[config.mk]
export PLATFORM = sky130hd
export DESIGN_NAME = gct_ram
export DESIGN_NICKNAME = d
export VERILOG_FILES = /design/src/hdl/gct_ram.sv
export SDC_FILE = /design/constraint.sdc
export NUM_CORES = 1
export LEC_CHECK = 0
export ABC_CLOCK_PERIOD_IN_PS = 1560
export BUFFER_PORTS_ARGS = -buffer_cell sky130_fd_sc_hd__buf_2
export CORE_ASPECT_RATIO = 0.5
export CORE_MARGIN = 3
export CORE_UTILIZATION = 50
export CTS_CLUSTER_DIAMETER = 100
export CTS_CLUSTER_SIZE = 16
export DETAILED_ROUTE_END_ITERATION = 7
export PLACE_DENSITY = 0.81
export SETUP_SLACK_MARGIN = 0.3
export SYNTH_ARGS = -nofsm -noshare
export SYNTH_HDL_FRONTEND = slang
export SYNTH_SLANG_ARGS = --single-unit
[constraint.sdc]
create_clock -name clk -period 1.56 [get_ports clk]
set_input_delay 0.156 -clock clk [delete_from_list [all_inputs] [get_ports clk]]
set_output_delay 0.156 -clock clk [all_outputs]
set_load 0.01 [all_outputs]
[src/hdl/gct_ram.sv]
// Generic single-write, single-read RAM with registered read data.
// No dependencies.
module gct_ram #(
  parameter int WIDTH = 8,
  parameter int DEPTH = 16,
  localparam int AW = $clog2(DEPTH)
) (
  input  logic             clk,
  input  logic             we,
  input  logic [AW-1:0]    waddr,
  input  logic [WIDTH-1:0] wdata,
  input  logic [AW-1:0]    raddr,
  output logic [WIDTH-1:0] rdata
);
  logic [WIDTH-1:0] mem [DEPTH];

  always_ff @(posedge clk) begin
    if (we) mem[waddr] <= wdata;
    rdata <= mem[raddr];
  end
endmodule

==> qor.txt <==
=======================================================================
Outcome                                                    finished clean
Ratio of cells with drive above 1 in the final layout             39.3%
Library cells used by synthesis                                      19
Violation count after the first detailed-route iteration            420
Fraction of the cycle the final worst path needs                  86.1%
IO Count                                                             26
Unrepaired setup endpoints after global routing                    true
Clock root buffer master                                   sky130_fd_sc_hd__clkbuf_16
Flop and latch count out of synthesis                               136
Worst slew pin tran                                            0.774 ns
Synth-to-layout area growth                                       20.1%
Via-per-instance ratio                                             6.10
Vias in the first global route                                    2,660
Total number of yosys warnings                                        0
Worst Skew                                                   0.00489 ns
CTS Buf Count                                                        17
Avg Cell Area, Syn                                             22.5 µm²
Number of slew-limit violations in the final report                   0
Commonest non-fill, non-tap cell in the layout             sky130_fd_sc_hd__edfxtp_1
Critical path endpoint category                                register
Post-Place Worst Slack                                        -0.109 ns
Area of the die                                              11,600 µm²
Diodes inserted                                                       0
Leakage power figure                                            2.06 nW
Combined area of all synthesized cells                         5150 µm²
Max-slew headroom at the worst pin                                48.2%
DRC violations left                                                   0
Number of H-tree levels                                               4
Sequential share of the synthesized area                          77.8%
First-pass iteration count of the detailed router                     5
Post-route setup TNS                                               0 ns
Clock Sinks                                                         136
Count of final hold-check violations                                  0
Standard-cell rows                                                   25
GRT overflow                                                          0
DIE HEIGHT                                                      77.7 µm
Setup violation total in the final timing report                      0
PD cells                                                    1340 nW/µm²
Number of antenna-violating nets in the routed design                 0
Sum of routed wire length over all layers                       11.0 mm
Min Tclk post-route                                             1.34 ns
Routed via count                                                  2,643
Worst voltage drop across the vdd grid                         0.739 mV
Number of nets in the layout                                        303
Pin count of the biggest net entering global routing                 33
Timing-limited maximum frequency                                744 MHz
Worst-path clk slew                                             0.06 ns
Post-cts hold buffer count                                            0
Routability congestion estimate                                   0.799
Clk_lat worst skew                                              0.41 ns
Sum of net half-perimeters after detailed placement             6.52 mm
MaxCap Viol Count                                                     0
Routed WL per cell                                              25.4 µm
Buffer and inverter count on the worst path                           0
Total routing usage reported by global routing                    20.6%
Worst path max stage delay                                      0.49 ns
Number of inserted filler cells in the final layout                 598
Number of cells produced by synthesis                               229
Starting Density                                                  52.9%
Synthesized Nets                                                    247
Width of the die                                                 149 µm
Required time of the worst setup path                           1.85 ns
Worst setup margin                                             0.216 ns
Highest net fanout along the worst path                               1
Cell-by-cell trace of the critical path                    mux4_2, a22oi_2, nand2_1
Largest delay share family, worst path                     multiplexers
Wire length of the first global-routing pass                    16.7 mm
Highest-count cells in the layout ignoring fill and taps   sky130_fd_sc_hd__edfxtp_1, sky130_fd_sc_hd__mux4_2, sky130_fd_sc_hd__buf_2
Class of the most critical hold timing path                primary input to register
Buffer levels on the longest clock path                               2
CTS tree                                                           done
Critical Path Start Type                                       register
Initial antenna violation count                                       0
Buffers on Ports                                                     25
Cell with the largest stage delay on the worst path        sky130_fd_sc_hd__mux4_2
Total core area                                                9730 µm²
Critical path start-end classification                     register to register
Data arrival at the endpoint of the critical path               1.64 ns
=======================================================================
## worst reg2reg max path, stage by stage (launching register included)
cell                       delay [ns]
sky130_fd_sc_hd__edfxtp_1        0.40
sky130_fd_sc_hd__mux4_2          0.49
sky130_fd_sc_hd__a22oi_2         0.24
sky130_fd_sc_hd__nand2_1         0.10
## synth_stat cells (all sizes together)
cell type      count  area share [%]
nand2b             2            0.24
buf                7             1.1
nand3b             2            0.29
a22oi             16             2.3
nand2              9            0.66
clkdlybuf4s25      3            0.58
edfxtp           128              75
and2b              1            0.15
nor2              13            0.95
and2               1            0.12
or3b               1            0.17
nor2b              1            0.12
nor3               4            0.39
mux4              32              15
dfxtp              8             3.1
nand3              1           0.097
## per-stage QoR
step	std cells	area (µm²)	hold slack (ns)	power [mW]	util [%]
CTS	433	6180	0.123	8.31	63.6
finish	433	6180	0.137	8.28	63.5
detailed placement	401	5630	0.558	4.60	57.9
global route	433	6180	0.140	8.52	63.5
floorplan	229	5190	0.255	4.40	-
global placement	401	5630	0.541	4.57	57.9
## logic make-up (layout without fill, tap and decap cells)
logic type      Yosys count  count (layout)  synth area share (%)
mux                      32              32                  15.0
buf+inv                  10              79                  1.68
simple gates             35              35                  3.18
compound gates           16              16                  2.33
flops                   136             136                  77.8
## worst paths after layout
kind              slack [ns]  cells after the start         to  startpoint
hold / removal          0.14                      1  mem[0][6]    wdata[6]
setup / recovery        0.22                      3   rdata[3]   mem[2][3]
hold reg to reg         0.68                      3   rdata[2]  mem[15][2]
setup reg to reg        0.22                      3   rdata[3]   mem[2][3]
## registers in the layout (all words and copies together) (netlist names)
| signal | cells |
|---|---|
| mem | 128 |
| rdata | 8 |
## layer usage
layer  track usage [%]  vias to the layer above  wire length (µm)
met4              6.94                        0               161
met3              6.48                       17              1040
met2              31.9                      176              5470
met5                 0                        -                 0
met1              28.3                     1368              4350
li1                  -                     1082                 -
## power by group
group / switching (mW) / leakage, nW / internal [mW]
clock: 1.41 / 0.261 / 2.31
sequential: 0.0291 / 1.22 / 4.09
combinational: 0.255 / 0.574 / 0.190
## area by class of cell
| type | instances | area [µm²] | area share, % |
|---|---|---|---|
| well taps | 135 | 169 | 2.73 |
| repair buffers | 47 | 365 | 5.91 |
| clock inverters | 12 | 109 | 1.76 |
| clock buffers | 20 | 437 | 7.06 |
| flip-flops and latches | 136 | 4000 | 64.8 |
| multi-input cells | 83 | 1100 | 17.8 |
## timing repair
action                                  in CTS  in global routing
endpoints found under the setup margin       8                  8
pin swaps                                    6                  4
buffers inserted                             0                  0
gates resized for setup                     17                  3
hold endpoints to repair                     0                  0
(Power assumes the default switching activity.)
